File: config.mk
export PLATFORM = sky130hd
export DESIGN_NAME = touch_tag_bitmap_allocator
export DESIGN_NICKNAME = d
export VERILOG_FILES = /design/src/rtl/ttba_pkg.sv /design/src/rtl/ttba_find_zero.sv /design/src/rtl/touch_tag_bitmap_allocator.sv
export SDC_FILE = /design/constraint.sdc
export NUM_CORES = 1
export LEC_CHECK = 0
export ABC_AREA = 1
export BUFFER_PORTS_ARGS = -buffer_cell sky130_fd_sc_hd__buf_2
export CAP_MARGIN = 0
export CORE_UTILIZATION = 40
export DETAILED_ROUTE_END_ITERATION = 7
export PLACE_DENSITY = 0.51
export SETUP_SLACK_MARGIN = 0.4
export SKIP_LAST_GASP = 1
export SYNTH_ARGS = -nofsm -noshare
export SYNTH_HDL_FRONTEND = slang
export SYNTH_SLANG_ARGS = --single-unit
export TNS_END_PERCENT = 1
File: constraint.sdc
create_clock -name clk -period 9.6 [get_ports clk]
set_input_delay 1.92 -clock clk [delete_from_list [all_inputs] [get_ports clk]]
set_output_delay 1.92 -clock clk [all_outputs]
set_load 0.01 [all_outputs]
File: src/rtl/ttba_pkg.sv
// Shared types and constants for the tag bitmap allocator.
package ttba_pkg;

    // Width of a tag number on the ports
    localparam int TAG_W = 8;

    // Largest tag number that the ports can carry
    localparam int TAG_MAX = (1 << TAG_W) - 1;

    // Default geometry of the used-map
    localparam int DEF_MAP_WORDS = 4;
    localparam int DEF_WORD_BITS = 32;
    localparam int DEF_FIRST_TAG = 1;

    // Command codes
    typedef enum logic {
        CMD_ALLOC = 1'b0,
        CMD_FREE  = 1'b1
    } ttba_cmd_t;

    // Search result handed from the zero finder to the top level
    typedef struct packed {
        logic             found;
        logic [TAG_W-1:0] pos;
    } ttba_hit_t;

endpackage

File: src/rtl/ttba_find_zero.sv
// Lowest-clear-bit search over the used-map: word level first, then bit level.
module ttba_find_zero #(
    parameter int MAP_WORDS = ttba_pkg::DEF_MAP_WORDS,
    parameter int WORD_BITS = ttba_pkg::DEF_WORD_BITS,
    parameter int FIRST_TAG = ttba_pkg::DEF_FIRST_TAG
) (
    input  logic [MAP_WORDS*WORD_BITS-1:0] map,
    output ttba_pkg::ttba_hit_t            hit
);
    import ttba_pkg::*;

    localparam int TOTAL  = MAP_WORDS * WORD_BITS;
    localparam int LIMIT  = TAG_MAX + 1 - FIRST_TAG;
    // Positions whose tag would not fit on the ports do not exist
    localparam int USABLE = (TOTAL < LIMIT) ? TOTAL : LIMIT;
    localparam int WIDX_W = (MAP_WORDS > 1) ? $clog2(MAP_WORDS) : 1;
    localparam int BIT_W  = (WORD_BITS > 1) ? $clog2(WORD_BITS) : 1;

    logic [TOTAL-1:0]     avail;
    logic [MAP_WORDS-1:0] word_free;
    logic [WIDX_W-1:0]    word_sel;
    logic [WORD_BITS-1:0] avail_word;
    logic [BIT_W-1:0]     bit_sel;
    logic                 found;

    // Free and existing positions, and which words hold at least one
    always_comb
    begin
        for (int i = 0; i < TOTAL; i++)
        begin
            avail[i] = !map[i] && (i < USABLE);
        end
        for (int w = 0; w < MAP_WORDS; w++)
        begin
            word_free[w] = |avail[w*WORD_BITS +: WORD_BITS];
        end
    end

    // Lowest word with a free position
    always_comb
    begin
        found    = 1'b0;
        word_sel = '0;
        for (int w = MAP_WORDS - 1; w >= 0; w--)
        begin
            if (word_free[w])
            begin
                found    = 1'b1;
                word_sel = WIDX_W'(w);
            end
        end
    end

    // Lowest free bit within that word
    always_comb
    begin
        avail_word = avail[word_sel*WORD_BITS +: WORD_BITS];
        bit_sel    = '0;
        for (int b = WORD_BITS - 1; b >= 0; b--)
        begin
            if (avail_word[b])
            begin
                bit_sel = BIT_W'(b);
            end
        end
    end

    assign hit.found = found;
    assign hit.pos   = TAG_W'(int'(word_sel) * WORD_BITS + int'(bit_sel));

endmodule

File: src/rtl/touch_tag_bitmap_allocator.sv
// Top level of the tag bitmap allocator: command register, used-map and result register.
//
// Hands out tag numbers FIRST_TAG upward from a used-map of MAP_WORDS x WORD_BITS
// bits, all free after reset. A command beat is taken whenever start is high and
// busy is low; busy is high only in the first cycle after reset, so one command
// can be given every cycle. Each command produces exactly one result beat, through
// the command and result registers, marked by done for one cycle; the receiver must
// take it then. An allocate returns the lowest free tag, or 0 with none_free set
// when no tag is free (tags above 255 count as non-existent). A free clears the
// given tag's bit and returns 0; tags outside the map are ignored. The map lookup
// and update for one command complete combinationally between the command register
// and the result register, so consecutive commands always see each other's effect.
module touch_tag_bitmap_allocator #(
    parameter int MAP_WORDS = ttba_pkg::DEF_MAP_WORDS,
    parameter int WORD_BITS = ttba_pkg::DEF_WORD_BITS,
    parameter int FIRST_TAG = ttba_pkg::DEF_FIRST_TAG
) (
    input  logic                       clk,
    input  logic                       rst_n,
    input  logic                       start,
    output logic                       busy,
    input  logic                       command,
    input  logic [ttba_pkg::TAG_W-1:0] free_tag,
    output logic                       done,
    output logic [ttba_pkg::TAG_W-1:0] granted_tag,
    output logic                       none_free
);
    import ttba_pkg::*;

    localparam int TOTAL = MAP_WORDS * WORD_BITS;
    localparam int POS_W = (TOTAL > 1) ? $clog2(TOTAL) : 1;

    // Command stage
    logic              busy_reg;
    logic              cmd_vld_reg;
    ttba_cmd_t         cmd_reg;
    logic [TAG_W-1:0]  tag_reg;

    // Map and result stage
    logic [TOTAL-1:0]  used_map_reg;
    logic [TOTAL-1:0]  used_map_next;
    logic              done_reg;
    logic [TAG_W-1:0]  granted_tag_reg;
    logic [TAG_W-1:0]  granted_tag_next;
    logic              none_free_reg;
    logic              none_free_next;

    ttba_hit_t         hit;
    logic [TAG_W:0]    free_idx;
    logic              free_in_map;
    logic              accept;

    assign accept = start && !busy_reg;

    // Command register: one beat per cycle while busy is low
    always_ff @(posedge clk or negedge rst_n)
    begin
        if (!rst_n)
        begin
            busy_reg    <= 1'b1;
            cmd_vld_reg <= 1'b0;
        end
        else
        begin
            busy_reg    <= 1'b0;
            cmd_vld_reg <= accept;
        end
    end

    always_ff @(posedge clk)
    begin
        if (accept)
        begin
            cmd_reg <= ttba_cmd_t'(command);
            tag_reg <= free_tag;
        end
    end

    // Lowest free position
    ttba_find_zero #(
        .MAP_WORDS (MAP_WORDS),
        .WORD_BITS (WORD_BITS),
        .FIRST_TAG (FIRST_TAG)
    ) u_find (
        .map (used_map_reg),
        .hit (hit)
    );

    // Map position of a tag being freed
    assign free_idx    = {1'b0, tag_reg} - (TAG_W+1)'(FIRST_TAG);
    assign free_in_map = (tag_reg >= TAG_W'(FIRST_TAG)) && (free_idx < (TAG_W+1)'(TOTAL));

    // Map update and result
    always_comb
    begin
        used_map_next    = used_map_reg;
        granted_tag_next = '0;
        none_free_next   = 1'b0;
        if (cmd_vld_reg)
        begin
            case (cmd_reg)
                CMD_ALLOC:
                begin
                    if (hit.found)
                    begin
                        used_map_next[hit.pos[POS_W-1:0]] = 1'b1;
                        granted_tag_next = hit.pos + TAG_W'(FIRST_TAG);
                    end
                    else
                    begin
                        none_free_next = 1'b1;
                    end
                end
                CMD_FREE:
                begin
                    if (free_in_map)
                    begin
                        used_map_next[free_idx[POS_W-1:0]] = 1'b0;
                    end
                end
                default:
                begin
                    used_map_next = used_map_reg;
                end
            endcase
        end
    end

    always_ff @(posedge clk or negedge rst_n)
    begin
        if (!rst_n)
        begin
            used_map_reg <= '0;
            done_reg     <= 1'b0;
        end
        else
        begin
            used_map_reg <= used_map_next;
            done_reg     <= cmd_vld_reg;
        end
    end

    always_ff @(posedge clk)
    begin
        if (cmd_vld_reg)
        begin
            granted_tag_reg <= granted_tag_next;
            none_free_reg   <= none_free_next;
        end
    end

    assign busy        = busy_reg;
    assign done        = done_reg;
    assign granted_tag = granted_tag_reg;
    assign none_free   = none_free_reg;

    // Map position of the tag just granted
    logic [TAG_W-1:0] grant_pos;
    assign grant_pos = granted_tag_reg - TAG_W'(FIRST_TAG);

    // A result beat always follows an accepted command through the command and result registers
    a_done_follows_cmd: assert property (@(posedge clk) disable iff (!rst_n)
        $past(accept, 2) && !$past(busy_reg, 2) |-> done_reg)
        else $error("result beat missing for an accepted command");

    // No tag is returned together with the none-free flag
    a_none_no_tag: assert property (@(posedge clk) disable iff (!rst_n)
        done_reg && none_free_reg |-> granted_tag_reg == '0)
        else $error("tag returned while flagging none free");

    // A granted tag is marked used in the map while its beat is shown
    a_grant_marked: assert property (@(posedge clk) disable iff (!rst_n)
        done_reg && granted_tag_reg != '0 |-> used_map_reg[grant_pos[POS_W-1:0]])
        else $error("granted tag not marked in use");

    // An allocate that sees no free position is reported with none_free and done
    a_fail_means_full: assert property (@(posedge clk) disable iff (!rst_n)
        cmd_vld_reg && cmd_reg == CMD_ALLOC && !hit.found |=> none_free_reg && done_reg)
        else $error("failed allocate not reported");

endmodule
Yosys cells after proc, flatten, opt, wreduce, memory -nomap -nowiden:

Index checks and enable logic that the tools add are counted.

* bits in registers: 149
* logic and storage cells: 212

* $add $sub $neg: 3
* $lt $le $gt $ge: 6
* equal/unequal tests: 2
* shift operators: 1
* muxes and demuxes: 48
* bitwise logic cells: 5
* reduce and logical (&&, ||, !) cells: 139

Operators with widths (number)
* $mux 128: 2
* $pmux 128 s2: 1
* $mux 5: 32
* $logic_not 1->1: 129
* $and 128x128->128: 1
* $not 128->128: 1
* $or 128x128->128: 1
* $reduce_or 32->1: 4
* $shiftx 128x8->32: 1
* $lt 7x8->1 const B: 2
* $demux 1 s7: 2
* $ge 7x1->1 const B: 2
* $lt 9x8->1 const B: 1
* $sub 8x1->9 const B: 1
* $add 7x5->8: 1
* $add 8x1->8 const B: 1
* $ge 8x1->1 const B: 1
* $mux 2: 4
* $mux 1: 7
* $logic_and 1x1->1: 4
* $ne 2x1->1 const B: 2
* $reduce_and 3->1: 1
* $not 1->1: 2
* $reduce_or 2->1: 1

Longest topological paths before layout:

* word-level depth: 47
* depth in mapped cells: 49
* gate-level depth less buffers: 48

Modules after synthesis:

A second synthesis with hierarchy kept.

* cell total of the unflattened synthesis: 1532
* area, all modules: 10114.7 um^2

By module, submodules not included
* touch_tag_bitmap_allocator: instances 1, cells each 1128, area each 8210.4 um^2
* ttba_find_zero: instances 1, cells each 404, area each 1904.3 um^2

Least setup slack after synthesis:

Ideal clock, no wire load.

* path kind: register -> register
* start point: register used_map_reg[2]
* end point: register granted_tag_reg[6], in the netlist granted_tag[6], data pin
* arrival: 3622 ps
* required time: 9342 ps
* slack: 5720 ps
* stages on the path, launching flop included: 47
* period minus slack after synthesis: 3880 ps
* cells stage by stage: dfrtp_1 nand2_1 inv_1 nand2_1 nor2_1 nand2_1 nor2_4 nand2_2 nor2_8 nand2_4 inv_2 nand2_1 nand4_2 nand2_1 nand2_1 nand2_1 nand2_1 nand2_1 [11 not listed] nand2_1 nand2_1 nand2_1 nand2_1 nand2_1 nand2_1 nand2_1 nand2_1 nand2_1 nand2_1 nand2_2 a21oi_4 ha_1 nand2_1 nor2_1 nand3_1 xor2_1 nor2_1

* word-level cells in the longest chain between the ends: 38
* elaborated cells between the ends (all ways): 41
* classes of those cells: 2 x add/sub; 1 x shift; 34 x mux; 1 x bitwise; 3 x reduce/logical

Ends and longest elaborated chain
* start, declared: RTL line touch_tag_bitmap_allocator.sv:40 `logic [TOTAL-1:0] used_map_reg;`
* start signal, assigned: RTL line touch_tag_bitmap_allocator.sv:138 `used_map_reg <= used_map_next;`
* $logic_not 1->1 (*): RTL line ttba_find_zero.sv:31 `avail[i] = !map[i] && (i < USABLE);`
* $reduce_or 32->1: RTL line ttba_find_zero.sv:35 `word_free[w] = |avail[w*WORD_BITS +: WORD_BITS];`
* $mux 2: RTL line ttba_find_zero.sv:46 `if (word_free[w])`
* $shiftx 128x8->32: RTL line ttba_find_zero.sv:57 `avail_word = avail[word_sel*WORD_BITS +: WORD_BITS];`
* $mux 5 (32 in series): RTL line ttba_find_zero.sv:61 `if (avail_word[b])`
* $add 7x5->8: RTL line ttba_find_zero.sv:69 `assign hit.pos = TAG_W'(int'(word_sel) * WORD_BITS + int'(bit_sel));`
* $add 8x1->8: RTL line touch_tag_bitmap_allocator.sv:107 `granted_tag_next = hit.pos + TAG_W'(FIRST_TAG);`
* end signal, assigned: RTL line touch_tag_bitmap_allocator.sv:147 `granted_tag_reg <= granted_tag_next;`
* end, declared: RTL line touch_tag_bitmap_allocator.sv:43 `logic [TAG_W-1:0] granted_tag_reg;`

Every way passes the cells marked *; elsewhere a longest branch is shown, timed or not.
A chain may end at the register's enable or synchronous reset.

Worst setup path after layout:

* start point: register used_map_reg[93]
* end point: register granted_tag_reg[6], in the netlist granted_tag[6], data pin

* word-level cells in the longest chain between the ends: 40
* elaborated cells between the ends (all ways): 45
* classes of those cells: 2 x add/sub; 1 x shift; 38 x mux; 1 x bitwise; 3 x reduce/logical

Ends and longest elaborated chain (RTL line)
* $logic_not 1->1 (*): ttba_find_zero.sv:31
* $reduce_or 32->1: ttba_find_zero.sv:35
* $mux 2 (3 in series): ttba_find_zero.sv:46
* $shiftx 128x8->32: ttba_find_zero.sv:57
* $mux 5 (32 in series): ttba_find_zero.sv:61
* $add 7x5->8: ttba_find_zero.sv:69
* $add 8x1->8: touch_tag_bitmap_allocator.sv:107

Marked as above.

==> metrics.md <==
| Metric | Value |
|---|---|
| CTS max path bufs | `2` |
| Post-CTS Hold Buffers | `0` |
| Antenna diode count | `0` |
| Root buf cell | `clkbuf_16` |
| Total CTS buffers | `17` |
| HP Class | `flip-flop to flip-flop` |
| Leak | `3.56 nW` |
| DP Wirelength | `about 18000 um` |
| Drc violations | `0` |
| DR pass1 iterations | `7` |
| P_sw | `587 uW` |
| Synthesis Warnings | `0` |
| Multi-input gate area | `between 3000 and 4000 um2` |
| Final-layout fill cell count | `1907` |
| Most frequent CP cell | `nand2_1` |
| Routed vias | `7115` |
| Cell internal pwr | `approximately 1.1 mW` |
| Most common cell after layout, fill and taps aside | `nand2_1` |
| Crit. End Element | `flip-flop` |
| CP startpoint kind | `flip-flop` |
| Max cap viols | `0` |
| Pins Over Slew Limit | `0` |
| Vias in the first global route | `slightly below 7000` |
| Synth cell types | `40` |
| Mapped Area | `approximately 7700 um2` |
| CTS tree | `built` |
| VDD IR max | `around 180 uV` |
| Achievable Freq | `around 0.18 GHz` |
| Async SR Flop Fraction | `0.879` |
| Clock Power Share | `0.382` |
| Register area share after synthesis | `0.499` |
| First-pass GRT wire length | `about 43000 um` |
| Sw frac | `0.353` |
| Cts repair resizes | `0` |
| Place WS | `roughly 4.3 ns` |
| Final Hold Fails | `0` |
| Setup TNS | `0 ns` |
| Most frequent cells in the layout | `nand2_1, o21ai_0, dfrtp_1, nor2_1, o21ai_1` |
| Core Util, Final | `0.450` |
| Clk sinks | `between 100 and 150` |
| Slew margin rel. | `0.227` |
| Final number of setup-violating endpoints | `0` |
| Die ar. | `~20000 um2` |
| Max Clock Skew | `about 0.011 ns` |
| Synth Instances | `between 900 and 1000` |
| Seq pwr share | `0.404` |
| Remaining Overflow, GRT | `0` |
| Final Instance Area | `8450 um2` |
| Crit path required time | `a little under 10 ns` |
| Total routed wirelength | `about 27000 um` |
| Post-synth EDFFs | `18` |
| Worst Max-Slew Pin Slew | `1.15 ns` |
| Port bufs | `22` |
| Pwr Total | `around 1.7 mW` |
| Kind of critical path | `flip-flop to flip-flop` |
| R2R Setup Slk | `4.18 ns` |
| Post-CTS Setup Bufs | `0` |
| Core area | `around 19000 um2` |
| IO Pins | `23` |
| Min Hold Slack | `around 0.54 ns` |
| Status | `completed` |
| Combinational group share of total power | `0.213` |
| Slowest CP cell | `nor2_4` |
| Max H-tree Level | `4` |
| Initial core utilization | `0.408` |
| Final Non-Filler Cells | `1204` |
| Routed vias/inst | `~6` |
| Placed Area | `7910 um2` |
| HP Start | `used_map_reg[105]$_DFFE_PN0P_` |
| Share of cells above drive strength 1 | `0.0804` |
| Clock transition at path regs | `~0.06 ns` |
| Largest net degree at the start of global routing | `83` |
| FF/Latch Area | `3820 um2` |
| Die width | `140 um` |
| Max FO, Critical Path | `20` |
| Period utilisation layout | `0.565` |
| Placer Congestion | `roughly 0.90` |
| Final worst slack | `4.18 ns` |
| Worst r2r src | `used_map_reg[93]$_DFFE_PN0P_` |
| Minimum clock period | `~5.4 ns` |
| Layout area overhead | `10.3%` |
| #FFs+latches synth | `149` |
| Worst skew pair latency | `~0.45 ns` |
| Detail Route Antenna Nets | `0` |
| Max reg flops | `128` |
| DRT iter0 DRCs | `about 770` |
| Site row count | `50` |
| Tot GR Track Use | `0.298` |
| Placed insts | `around 1200` |
| Post-Syn Nets | `between 900 and 1000` |
| Wire per inst | `22.8 um` |
| RSZ-0062 raised after global routing | `false` |
| Main synth FF type | `dfrtp_1` |
| Antenna violations before repair | `0` |
| Avg Inst Size Synth | `8.13 um2` |
| Setup crit start | `used_map_reg[93]$_DFFE_PN0P_` |
| Height of the die | `between 100 and 150 um` |
| Power per cell area | `about 200 nW/um2` |
| Fin nets | `971` |
| Largest stage delay, worst path | `0.54 ns` |
| Crit path DAT | `approximately 5.6 ns` |
==> cells by family (layout without fill, tap and decap cells) <==
logic type	Yosys count	count (layout)	synth area share
XOR/XNOR	5	5	0.00572
flip-flops	149	149	0.499
AND/OR/NAND/NOR	370	370	0.212
AO/OA/AOI/OAI	318	318	0.223
other	1	1	0.000490
adder cells (fa/ha/maj)	2	2	0.00327
buffers and inverters	97	125	0.0572
==> Yosys cell counts (2+ instances only) <==
| library cell | count | area (um2) |
|---|---|---|
| dfrtp_1 | 130 | 3250 |
| o41ai_1 | 4 | 35.0 |
| o22ai_1 | 15 | 93.8 |
| inv_1 | 65 | 244 |
| nand2_1 | 203 | 762 |
| xor2_1 | 4 | 35.0 |
| o21ai_1 | 81 | 405 |
| nand3b_1 | 2 | 15.0 |
| edfxtp_1 | 18 | 541 |
| a31oi_1 | 4 | 25.0 |
| buf_6 | 9 | 101 |
| buf_2 | 3 | 15.0 |
| nand2_4 | 9 | 101 |
| a221oi_1 | 12 | 105 |
| a21boi_0 | 2 | 15.0 |
| inv_2 | 3 | 11.3 |
| nor2_1 | 92 | 345 |
| nand3_1 | 21 | 105 |
| nand4_1 | 20 | 125 |
| nor2_2 | 2 | 12.5 |
| o21ai_0 | 191 | 956 |
| clkbuf_1 | 15 | 56.3 |
| ha_1 | 2 | 25.0 |
| nand2_2 | 4 | 25.0 |
| a21oi_1 | 3 | 15.0 |
| nor4_1 | 4 | 25.0 |
| o21bai_1 | 2 | 15.0 |
| nor3_1 | 8 | 40.0 |
| nor2_4 | 3 | 33.8 |
==> power groups by stage <==
stage | registers, mW | clock network, mW | logic, mW
2_1_floorplan | 0.682 | 0 | 0.236
3_3_place_gp | 0.683 | 0 | 0.357
3_5_place_dp | 0.683 | 0 | 0.353
4_1_cts | 0.672 | 0.640 | 0.353
5_1_grt | 0.674 | 0.666 | 0.377
6_report | 0.672 | 0.635 | 0.355
==> final cells by class <==
cell class              instances  area share
clock inverters                14      0.0133
multi-input cells             696       0.403
repair buffers                 24      0.0155
flip-flops and latches        149       0.452
clock buffers                  18      0.0508
well taps                     234      0.0347
inverters                      69      0.0309
==> critical path, delay by kind of cell, from the launching register on <==
kind / cells / cell delay, ns
AND/OR/NAND/NOR: 40 / 3.37
flip-flops: 1 / 0.40
XOR/XNOR: 1 / 0.14
buffers and inverters: 2 / 0.36
AO/OA/AOI/OAI: 2 / 0.63
adder cells (fa/ha/maj): 1 / 0.24
==> layer usage <==
layer / part of all wire / track usage / wire length [um] / vias to the layer above
li1: - / - / - / 3268
met1: 0.46 / 0.424 / 12600 / 3482
met2: 0.45 / 0.453 / 12300 / 313
met3: 0.071 / 0.0574 / 1950 / 52
met4: 0.023 / 0.103 / 640 / 0
met5: 0 / 0 / 0 / -
==> final timing paths <==
path	to	cells past startpoint
max	granted_tag[6]$_SDFFCE_PP0P_	46
min in group asynchronous	done$_DFF_PN0_	1
min reg2reg	used_map_reg[105]$_DFFE_PN0P_	2
max reg2reg	granted_tag[6]$_SDFFCE_PP0P_	46
min	used_map_reg[105]$_DFFE_PN0P_	2
max in group asynchronous	used_map_reg[104]$_DFFE_PN0P_	2
No activity file was read; power rests on OpenSTA's default activity.
